<file path="config.mk">
export PLATFORM = sky130hd
export DESIGN_NAME = stripe_pattern_row_detector
export DESIGN_NICKNAME = d
export VERILOG_FILES = /design/src/rtl/sprd_pkg.sv /design/src/rtl/sprd_cfg.sv /design/src/rtl/sprd_row.sv /design/src/rtl/sprd_win.sv /design/src/rtl/stripe_pattern_row_detector.sv
export SDC_FILE = /design/constraint.sdc
export NUM_CORES = 1
export LEC_CHECK = 0
export BUFFER_PORTS_ARGS = -buffer_cell sky130_fd_sc_hd__buf_2
export CORE_MARGIN = 3
export CORE_UTILIZATION = 33
export CTS_BUF_LIST = sky130_fd_sc_hd__clkbuf_4 sky130_fd_sc_hd__clkbuf_8
export DETAILED_ROUTE_END_ITERATION = 10
export GPL_ROUTABILITY_DRIVEN = 0
export PLACE_DENSITY = 0.59
export SYNTH_ARGS = -nofsm -noshare
export SYNTH_HDL_FRONTEND = slang
export SYNTH_SLANG_ARGS = --single-unit
</file>
<file path="constraint.sdc">
create_clock -name clk_i -period 11.75 [get_ports clk_i]
set_input_delay 2.35 -clock clk_i [delete_from_list [all_inputs] [get_ports clk_i]]
set_output_delay 2.35 -clock clk_i [all_outputs]
set_load 0.01 [all_outputs]
</file>
<file path="src/rtl/sprd_pkg.sv">
// Shared types and constants for the stripe pattern row detector.
`default_nettype none

package sprd_pkg;

  localparam int unsigned COLOR_W     = 3;
  localparam int unsigned LIMIT_W     = 8;
  localparam int unsigned WIN_W       = 7;
  localparam int unsigned ROW_W       = 8;
  localparam int unsigned CFG_INDEX_W = 3;
  localparam int unsigned CFG_DATA_W  = 8;
  localparam int unsigned IN_TDATA_W  = 8;
  localparam int unsigned OUT_TDATA_W = 16;

  // Run length loaded at the start of each row.
  localparam int unsigned RUN_START = 10;

  localparam logic [COLOR_W-1:0] COLOR_A_RST   = 3'd6;
  localparam logic [COLOR_W-1:0] COLOR_B_RST   = 3'd4;
  localparam logic [LIMIT_W-1:0] MIN_RUN_RST   = 8'd7;
  localparam logic [LIMIT_W-1:0] STRIPE_LIM_RST = 8'd5;
  localparam logic [WIN_W-1:0]   WIN_ROWS_RST  = 7'd10;
  localparam logic [WIN_W-1:0]   WIN_THR_RST   = 7'd7;

  typedef struct packed {
    logic [COLOR_W-1:0] color_a;
    logic [COLOR_W-1:0] color_b;
    logic [LIMIT_W-1:0] min_run;
    logic [LIMIT_W-1:0] stripe_limit;
    logic [WIN_W-1:0]   window_rows;
    logic [WIN_W-1:0]   window_threshold;
  } cfg_t;

  // Row close event from the stripe scanner to the window counter.
  typedef struct packed {
    logic close;
    logic frame;
    logic flag;
  } row_close_t;

  typedef struct packed {
    logic             path_open;
    logic [ROW_W-1:0] detect_row;
  } res_t;

endpackage

`default_nettype wire

</file>
<file path="src/rtl/sprd_cfg.sv">
// Configuration register file of the stripe pattern row detector.
`default_nettype none

module sprd_cfg (
  input  wire                               clk_i,
  input  wire                               rst_ni,
  input  wire                               wr_en_i,
  input  wire [sprd_pkg::CFG_INDEX_W-1:0]   wr_index_i,
  input  wire [sprd_pkg::CFG_DATA_W-1:0]    wr_data_i,
  output sprd_pkg::cfg_t                    cfg_o
);
  import sprd_pkg::*;

  typedef enum logic [CFG_INDEX_W-1:0] {
    REG_COLOR_A      = 3'd0,
    REG_COLOR_B      = 3'd1,
    REG_MIN_RUN      = 3'd2,
    REG_STRIPE_LIMIT = 3'd3,
    REG_WINDOW_ROWS  = 3'd4,
    REG_WINDOW_THR   = 3'd5
  } reg_index_e;

  cfg_t cfg_q, cfg_d;

  always_comb begin
    cfg_d = cfg_q;
    if (wr_en_i) begin
      case (wr_index_i)
        REG_COLOR_A:      cfg_d.color_a          = wr_data_i[COLOR_W-1:0];
        REG_COLOR_B:      cfg_d.color_b          = wr_data_i[COLOR_W-1:0];
        REG_MIN_RUN:      cfg_d.min_run          = wr_data_i[LIMIT_W-1:0];
        REG_STRIPE_LIMIT: cfg_d.stripe_limit     = wr_data_i[LIMIT_W-1:0];
        REG_WINDOW_ROWS:  cfg_d.window_rows      = wr_data_i[WIN_W-1:0];
        REG_WINDOW_THR:   cfg_d.window_threshold = wr_data_i[WIN_W-1:0];
        default:          cfg_d = cfg_q;
      endcase
    end
  end

  always_ff @(posedge clk_i or negedge rst_ni) begin
    if (!rst_ni) begin
      cfg_q.color_a          <= COLOR_A_RST;
      cfg_q.color_b          <= COLOR_B_RST;
      cfg_q.min_run          <= MIN_RUN_RST;
      cfg_q.stripe_limit     <= STRIPE_LIM_RST;
      cfg_q.window_rows      <= WIN_ROWS_RST;
      cfg_q.window_threshold <= WIN_THR_RST;
    end else begin
      cfg_q <= cfg_d;
    end
  end

  assign cfg_o = cfg_q;

endmodule

`default_nettype wire

</file>
<file path="src/rtl/sprd_row.sv">
// Per-row stripe scanner: run length, stripe color and transition count.
`default_nettype none

module sprd_row #(
  parameter int unsigned COUNT_BITS = 8
) (
  input  wire                            clk_i,
  input  wire                            rst_ni,
  input  wire                            en_i,
  input  wire [sprd_pkg::COLOR_W-1:0]    pixel_color_i,
  input  wire                            row_end_i,
  input  wire                            frame_end_i,
  input  sprd_pkg::cfg_t                 cfg_i,
  output sprd_pkg::row_close_t           close_o
);
  import sprd_pkg::*;

  localparam int unsigned CMP_W = (COUNT_BITS > LIMIT_W) ? COUNT_BITS : LIMIT_W;
  localparam logic [COUNT_BITS-1:0] CNT_MAX   = {COUNT_BITS{1'b1}};
  localparam logic [COUNT_BITS-1:0] RUN_RST   = COUNT_BITS'(RUN_START);
  localparam logic [COUNT_BITS-1:0] RUN_ONE   = COUNT_BITS'(1);

  typedef enum logic [1:0] {
    STRIPE_A    = 2'd0,
    STRIPE_B    = 2'd1,
    STRIPE_NONE = 2'd2
  } stripe_e;

  stripe_e               stripe_q, stripe_d, kind;
  logic [COUNT_BITS-1:0] run_q, run_d, run_a, run_b;
  logic [COUNT_BITS-1:0] trans_q, trans_d, trans_n;
  logic                  row_done;

  // Color A test first, then color B on the run that A left behind.
  always_comb begin
    kind  = STRIPE_NONE;
    run_a = run_q;
    if (pixel_color_i == cfg_i.color_a) begin
      if (stripe_q == STRIPE_A) begin
        kind  = STRIPE_A;
        run_a = (run_q == CNT_MAX) ? run_q : run_q + RUN_ONE;
      end else if (CMP_W'(run_q) > CMP_W'(cfg_i.min_run)) begin
        kind  = STRIPE_A;
        run_a = RUN_ONE;
      end
    end
    run_b = run_a;
    if (pixel_color_i == cfg_i.color_b) begin
      if (stripe_q == STRIPE_B) begin
        kind  = STRIPE_B;
        run_b = (run_a == CNT_MAX) ? run_a : run_a + RUN_ONE;
      end else if (CMP_W'(run_a) > CMP_W'(cfg_i.min_run)) begin
        kind  = STRIPE_B;
        run_b = RUN_ONE;
      end
    end
  end

  always_comb begin
    trans_n  = trans_q;
    stripe_d = stripe_q;
    if (kind != STRIPE_NONE && kind != stripe_q) begin
      stripe_d = kind;
      trans_n  = (trans_q == CNT_MAX) ? trans_q : trans_q + RUN_ONE;
    end
    run_d   = run_b;
    trans_d = trans_n;
    row_done = row_end_i || frame_end_i;
    if (row_done) begin
      stripe_d = STRIPE_NONE;
      run_d    = RUN_RST;
      trans_d  = '0;
    end
  end

  always_ff @(posedge clk_i or negedge rst_ni) begin
    if (!rst_ni) begin
      stripe_q <= STRIPE_NONE;
      run_q    <= RUN_RST;
      trans_q  <= '0;
    end else if (en_i) begin
      stripe_q <= stripe_d;
      run_q    <= run_d;
      trans_q  <= trans_d;
    end
  end

  assign close_o.close = row_done;
  assign close_o.frame = frame_end_i;
  assign close_o.flag  = CMP_W'(trans_n) > CMP_W'(cfg_i.stripe_limit);

endmodule

`default_nettype wire

</file>
<file path="src/rtl/sprd_win.sv">
// Sliding window of row flags, detection latch and row index.
`default_nettype none

module sprd_win #(
  parameter int unsigned MAX_WINDOW = 64
) (
  input  wire                   clk_i,
  input  wire                   rst_ni,
  input  wire                   en_i,
  input  sprd_pkg::row_close_t  close_i,
  input  sprd_pkg::cfg_t        cfg_i,
  output sprd_pkg::res_t        res_o
);
  import sprd_pkg::*;

  localparam int unsigned IDX_W  = (MAX_WINDOW > 1) ? $clog2(MAX_WINDOW) : 1;
  localparam int unsigned WSEL_W = ($clog2(MAX_WINDOW + 1) > WIN_W) ?
                                   $clog2(MAX_WINDOW + 1) : WIN_W;
  localparam logic [WSEL_W-1:0] WIN_MAX = WSEL_W'(MAX_WINDOW);
  localparam logic [ROW_W-1:0]  ROW_MAX = {ROW_W{1'b1}};

  logic [MAX_WINDOW-1:0] hist_q, hist_d;
  logic [WIN_W-1:0]      count_q, count_d, count_n;
  logic                  det_q, det_d, det_n;
  logic [ROW_W-1:0]      hit_q, hit_d, hit_n;
  logic [ROW_W-1:0]      row_q, row_d;
  logic [WSEL_W-1:0]     win_len;
  logic [IDX_W-1:0]      old_idx;
  logic                  leaving;

  always_comb begin
    win_len = (WSEL_W'(cfg_i.window_rows) > WIN_MAX) ? WIN_MAX :
              WSEL_W'(cfg_i.window_rows);
    old_idx = IDX_W'(win_len - WSEL_W'(1));
    leaving = (win_len == '0) ? close_i.flag : hist_q[old_idx];
    count_n = count_q + WIN_W'(close_i.flag) - WIN_W'(leaving);

    det_n = det_q;
    hit_n = hit_q;
    if (!det_q && count_n >= cfg_i.window_threshold) begin
      det_n = 1'b1;
      hit_n = row_q;
    end

    hist_d[0] = close_i.flag;
    for (int i = 1; i < MAX_WINDOW; i++) begin
      hist_d[i] = hist_q[i-1];
    end
    count_d = count_n;
    det_d   = det_n;
    hit_d   = hit_n;
    row_d   = (row_q == ROW_MAX) ? row_q : row_q + ROW_W'(1);

    // Clear all frame state once the frame's result is out.
    if (close_i.frame) begin
      hist_d  = '0;
      count_d = '0;
      det_d   = 1'b0;
      hit_d   = '0;
      row_d   = '0;
    end
  end

  always_ff @(posedge clk_i or negedge rst_ni) begin
    if (!rst_ni) begin
      hist_q  <= '0;
      count_q <= '0;
      det_q   <= 1'b0;
      hit_q   <= '0;
      row_q   <= '0;
    end else if (en_i && close_i.close) begin
      hist_q  <= hist_d;
      count_q <= count_d;
      det_q   <= det_d;
      hit_q   <= hit_d;
      row_q   <= row_d;
    end
  end

  assign res_o.path_open  = !det_n;
  assign res_o.detect_row = det_n ? hit_n : '0;

endmodule

`default_nettype wire

</file>
<file path="src/rtl/stripe_pattern_row_detector.sv">
// A frame-end pixel is registered in the pixel stage, then its result in the result register.
// Throughput: one pixel per cycle; the input only stalls while a result waits downstream.
// Pixel stage, row scanner and window update all sit between the input and result registers.
// Reset (rst_ni low, asynchronous): configuration returns to defaults, frame state clears,
// and both pipeline stages are emptied.
`default_nettype none

module stripe_pattern_row_detector #(
  parameter int unsigned MAX_WINDOW = 64,
  parameter int unsigned COUNT_BITS = 8
) (
  input  wire                                  clk_i,
  input  wire                                  rst_ni,
  input  wire                                  s_axis_tvalid,
  output logic                                 s_axis_tready,
  input  wire [sprd_pkg::IN_TDATA_W-1:0]       s_axis_tdata,  // [2:0] pixel_color, rest zero
  input  wire                                  s_axis_tlast,  // frame_end
  input  wire                                  s_axis_tuser,  // [0] row_end
  output logic                                 m_axis_tvalid,
  input  wire                                  m_axis_tready,
  output logic [sprd_pkg::OUT_TDATA_W-1:0]     m_axis_tdata,  // [0] path_open, [8:1] detect_row
  input  wire                                  cfg_valid_i,
  output logic                                 cfg_ready_o,
  input  wire [sprd_pkg::CFG_INDEX_W-1:0]      cfg_index_i,
  input  wire [sprd_pkg::CFG_DATA_W-1:0]       cfg_data_i
);
  import sprd_pkg::*;

  cfg_t             cfg;
  row_close_t       row_close;
  res_t             res, res_q;
  logic             advance, fire;
  logic             s1_valid_q;
  logic [COLOR_W-1:0] s1_color_q;
  logic             s1_row_end_q, s1_frame_end_q;
  logic             out_valid_q;

  assign cfg_ready_o = 1'b1;

  sprd_cfg u_cfg (
    .clk_i      (clk_i),
    .rst_ni     (rst_ni),
    .wr_en_i    (cfg_valid_i),
    .wr_index_i (cfg_index_i),
    .wr_data_i  (cfg_data_i),
    .cfg_o      (cfg)
  );

  // Move both stages together whenever the result register is free.
  assign advance       = !out_valid_q || m_axis_tready;
  assign fire          = s1_valid_q && advance;
  assign s_axis_tready = advance;

  always_ff @(posedge clk_i or negedge rst_ni) begin
    if (!rst_ni) begin
      s1_valid_q  <= 1'b0;
      out_valid_q <= 1'b0;
    end else if (advance) begin
      s1_valid_q  <= s_axis_tvalid;
      out_valid_q <= fire && s1_frame_end_q;
    end
  end

  always_ff @(posedge clk_i) begin
    if (advance && s_axis_tvalid) begin
      s1_color_q     <= s_axis_tdata[COLOR_W-1:0];
      s1_row_end_q   <= s_axis_tuser;
      s1_frame_end_q <= s_axis_tlast;
    end
    if (fire && s1_frame_end_q) begin
      res_q <= res;
    end
  end

  sprd_row #(
    .COUNT_BITS (COUNT_BITS)
  ) u_row (
    .clk_i         (clk_i),
    .rst_ni        (rst_ni),
    .en_i          (fire),
    .pixel_color_i (s1_color_q),
    .row_end_i     (s1_row_end_q),
    .frame_end_i   (s1_frame_end_q),
    .cfg_i         (cfg),
    .close_o       (row_close)
  );

  sprd_win #(
    .MAX_WINDOW (MAX_WINDOW)
  ) u_win (
    .clk_i   (clk_i),
    .rst_ni  (rst_ni),
    .en_i    (fire),
    .close_i (row_close),
    .cfg_i   (cfg),
    .res_o   (res)
  );

  assign m_axis_tvalid = out_valid_q;
  assign m_axis_tdata  = {{(OUT_TDATA_W - ROW_W - 1){1'b0}}, res_q.detect_row, res_q.path_open};

endmodule

`default_nettype wire

</file>
==> metrics list <==
- Run status: finished clean
- The worst setup path is launched from a register.
- Synthesis produced 920 cells.
- Total power consumption of the routed design: 1.50 mW
- After filler insertion, the fill cell instance count of the layout stands at 2680.
- Worst-Margin Slew: 1.13 ns
- In the synthesized netlist the dominant register cell turns out to be sky130_fd_sc_hd__dfrtp_1.
- Initial DRT Pass Iterations: 5
* Share of synthesized area spent on multiplexers: 10.4%
* Number of placed instances, taps included: 1250
- Total power divided by cell area: 153 nW/µm²
- Global routing consumed, over all layers together, 14.4% of the routing resources.
* Layout Skew: 0.0208 ns
* Max Buffers Root-to-Sink: 2
- Synthesis-to-finish area growth: 9.80%
- Post-route setup TNS: 0 ns
- The synthesized design contains 158 register bits.
- The detail route stage leaves a number of antenna-violating nets equal to 0.
- CTS tree: built
- Class of the tightest hold or removal check: register to register
- Leading area contributor after synthesis: sky130_fd_sc_hd__dfrtp_1
* Final global-route overflow total: 0
* Clock latency on the worst-skew pair: 0.46 ns
- STA puts the critical path data required time at 12.08 ns.
- Cell at the root of the clock tree: sky130_fd_sc_hd__clkbuf_8
- Count of yosys warnings during synthesis: 0
- The setup path with the least slack is of type register to register.
- In this run the worst setup path begins at u_row.run_q[1]$_DFFE_PN1P_.
- Fraction of final layout cells with drive strength greater than 1: 14.3%
* Vert. Die Dim: 170 µm
- The startpoint identified for the worst hold timing path is u_win.count_q[0]$_DFFE_PN0P_.
- The floorplan has 59 rows.
* Xor-xnor portion of the synthesized cell area: 2.56%
* Core region area: 26300 µm²
* # nets final: 1005
- Clock-pin slew was measured on the worst setup and hold paths at 0.10 ns.
- Reported leakage power: 4.21 nW
- Data on the critical path arrives at its endpoint at 8.76 ns.
- Width of the chip: 170 µm
- In the final routed layout, each cell accounts on average for 15.5 µm.
- In this run, the number of DRC markers left after iteration 0 of detailed routing was 606.
* Mean number of vias per cell: 5.11
* Most repeated library cell on the critical path: sky130_fd_sc_hd__ha_1
- The largest individual stage delay along the critical path comes from the cell sky130_fd_sc_hd__o31ai_1.
- Total vias in the final route: 6552
- 45 I/O pins were placed.
* Setup Buffers After CTS: 0
- After legalization and detailed placement, the total HPWL measured 13600 µm.
* Final count of hold timing violations: 0
* Global-route wire length before repair: 33600 µm
* Highest net fanout along the worst path: 11
- The tool flagged a number of max-cap violations equal to 0.
* Tightest slew margin relative to the limit: 24.9%
- Number of synthesized flops with an enable pin: 14
- The finished layout holds 1282 standard cells, fillers aside.
* Synth area leaders: sky130_fd_sc_hd__dfrtp_1 36%, sky130_fd_sc_hd__nand2_1 8.0%, sky130_fd_sc_hd__ha_1 6.2%
- Summing the areas of all and, or, nand and nor instances in the mapped netlist gives 16.3% of the synthesized area.
- Buffers inserted during clock tree synthesis total 17.
- Buffers on Ports: 31
- STA classifies the critical path endpoint as a register.
* Area fraction in compound gates after synthesis: 13.9%
- In this run the critical register-to-register path is launched from u_row.run_q[1]$_DFFE_PN1P_.
* Max-slew violation total from the final report: 0
- Die area: 29000 µm²
- Quantity of hold-fixing buffers added after cts: 0
- Unrepaired setup endpoints after global routing: false
* Number of clock sinks: 158
- Entering global routing, the biggest net connects 134 pins.
- Static timing analysis puts the maximum clock frequency at 119 MHz.
- Once the clock tree was built, the resizer swapped 0 gates to a different size.
- Shortest clock period the worst path allows after layout: 8.43 ns
- CP max stage delay: 0.74 ns
- After detailed routing, the number of remaining DRC violations is 0.
- Mapped Area: 8910 µm²
- Async SR Flop Fraction: 91.1%
* N_diodes: 0
* H-tree levels: 4
- Each instance of the synthesized netlist takes up on average 9.68 µm².
* Peak supply drop: 0.119 mV
* Top cell type's share of synthesized area: 36.0%
* Antenna violations before repair: 0
- Wires add up to 19900 µm.
- Number of global-route vias before repair: 6511
- The synthesized netlist devotes 6.41% of its cell area to adder and majority cells.
- Sequential cells were found to cover 45.4% of the synthesized design area.
- Number of setup violations in the final report: 0
- Largest family of logic cells by synthesized area: simple AND/OR/NAND/NOR gates
- Initial core utilization: 33.9%
- Dividing the final minimum period by the clock period gives 71.7%.
- Synthesis instantiated 64 different standard cells from the library.
## sequential cells by signal (all words and copies together), names as in the netlist
signal,flops
u_win.row_q,8
s1_row_end_q,1
u_row.run_q,8
u_win.hit_q,8
m_axis_tdata,9
u_win.det_q,1
u_win.hist_q,64
s1_frame_end_q,1
s1_color_q,3
u_win.count_q,7
u_row.trans_q,8
u_cfg.cfg_o,36
s1_valid_q,1
u_row.stripe_q,2
m_axis_tvalid,1
## layout make-up
class                           instances  area (µm²)  area share (%)
Clock buffer                           18         248            2.53
Inverter                               54         203            2.07
Tap cell                              335         419            4.29
Multi-Input combinational cell        664        4450            45.5
Clock inverter                         14         193            1.97
Timing Repair Buffer                   39         221            2.26
Sequential cell                       158        4040            41.3
## report_power, final
part           leakage [nW]  switching, mW  internal (mW)
combinational          1.95          0.240          0.154
clock                 0.221          0.232          0.225
sequential             2.04         0.0401          0.610
total                  4.21          0.512          0.989
## final timing paths
path | to | slack (ns) | cells after the start
setup / recovery | u_win.hit_q[7]$_DFFE_PN0P_ | 3.32 | 37
hold / removal | u_win.count_q[0]$_DFFE_PN0P_ | 0.49 | 2
setup reg to reg | u_win.hit_q[7]$_DFFE_PN0P_ | 3.32 | 37
hold reg to reg | u_win.count_q[0]$_DFFE_PN0P_ | 0.49 | 2
max in group asynchronous | u_row.trans_q[5]$_DFFE_PN0P_ | 8.42 | 2
min in group asynchronous | u_win.hist_q[22]$_DFFE_PN0P_ | 1.88 | 1
## worst max-delay path: cells and delay by family, from the launching register on
kind	cells	cell delay (ns)
AOI/OAI and AO/OA	15	3.85
xor gates and xnor gates	2	0.37
adders and majority gates	7	2.02
buffers and inverters	5	0.40
DFF	1	0.64
muxes	1	0.24
and+or+nand+nor	7	0.77
## Yosys cell counts, types with 8 or more instances
| cell | instances |
|---|---|
| sky130_fd_sc_hd__a21o_1 | 11 |
| sky130_fd_sc_hd__a21oi_1 | 27 |
| sky130_fd_sc_hd__a22o_1 | 9 |
| sky130_fd_sc_hd__a31oi_1 | 13 |
| sky130_fd_sc_hd__buf_4 | 8 |
| sky130_fd_sc_hd__clkbuf_1 | 32 |
| sky130_fd_sc_hd__dfrtp_1 | 128 |
| sky130_fd_sc_hd__dfstp_2 | 16 |
| sky130_fd_sc_hd__edfxtp_1 | 14 |
| sky130_fd_sc_hd__ha_1 | 44 |
| sky130_fd_sc_hd__inv_1 | 53 |
| sky130_fd_sc_hd__mux2_2 | 33 |
| sky130_fd_sc_hd__mux4_1 | 13 |
| sky130_fd_sc_hd__nand2_1 | 189 |
| sky130_fd_sc_hd__nand3_1 | 21 |
| sky130_fd_sc_hd__nand4_1 | 16 |
| sky130_fd_sc_hd__nor2_1 | 35 |
| sky130_fd_sc_hd__nor3_1 | 14 |
| sky130_fd_sc_hd__o21ai_0 | 101 |
| sky130_fd_sc_hd__xnor2_1 | 20 |
## metrics by stage
stage               hold WS, ns  setup slack [ns]  instance area [µm²]  util [%]
floorplan                 0.445              4.30                 8930         -
global placement          0.459              3.43                 9340      35.5
detailed placement        0.477              3.34                 9340      35.5
CTS                       0.497              3.30                 9780      37.2
global route              0.518              2.49                 9780      37.2
finish                    0.495              3.32                 9780      37.2
## cell families (layout without fill, tap and decap cells)
group,Yosys count,after routing
adders and majority gates,45,45
xor gates and xnor gates,26,26
AOI/OAI and AO/OA,203,203
DFF,158,158
buffers and inverters,104,125
other,2,8
muxes,58,58
and+or+nand+nor,324,324
## routing by layer
metal | track usage (%) | routed length, µm | up-vias
li1 | - | - | 3258
met1 | 19.6 | 9380 | 3172
met2 | 23.3 | 9610 | 105
met3 | 3.30 | 651 | 17
met4 | 3.35 | 240 | 0
met5 | 0 | 0 | -
## cells in the final DEF, fill, tap and decap left out, types with 5 or more instances in the layout
cell type,count
sky130_fd_sc_hd__a21o_1,11
sky130_fd_sc_hd__a21oi_1,27
sky130_fd_sc_hd__a22o_1,9
sky130_fd_sc_hd__a31oi_1,13
sky130_fd_sc_hd__and2_1,6
sky130_fd_sc_hd__and3_1,7
sky130_fd_sc_hd__buf_2,30
sky130_fd_sc_hd__buf_4,8
sky130_fd_sc_hd__clkbuf_8,18
sky130_fd_sc_hd__conb_1,8
sky130_fd_sc_hd__dfrtp_1,128
sky130_fd_sc_hd__dfstp_2,16
sky130_fd_sc_hd__edfxtp_1,14
sky130_fd_sc_hd__ha_1,44
sky130_fd_sc_hd__inv_1,53
sky130_fd_sc_hd__inv_6,6
sky130_fd_sc_hd__mux2_2,33
sky130_fd_sc_hd__mux4_1,13
sky130_fd_sc_hd__mux4_2,7
sky130_fd_sc_hd__nand2_1,188
sky130_fd_sc_hd__nand2b_1,5
sky130_fd_sc_hd__nand3_1,21
sky130_fd_sc_hd__nand4_1,16
sky130_fd_sc_hd__nor2_1,35
sky130_fd_sc_hd__nor2b_1,5
sky130_fd_sc_hd__nor3_1,14
sky130_fd_sc_hd__o21ai_0,101
sky130_fd_sc_hd__o21bai_1,6
sky130_fd_sc_hd__o31ai_1,7
sky130_fd_sc_hd__or3_1,5
sky130_fd_sc_hd__xnor2_1,20
sky130_fd_sc_hd__xor2_1,6
Note: power is estimated with default switching activity, not from simulation.
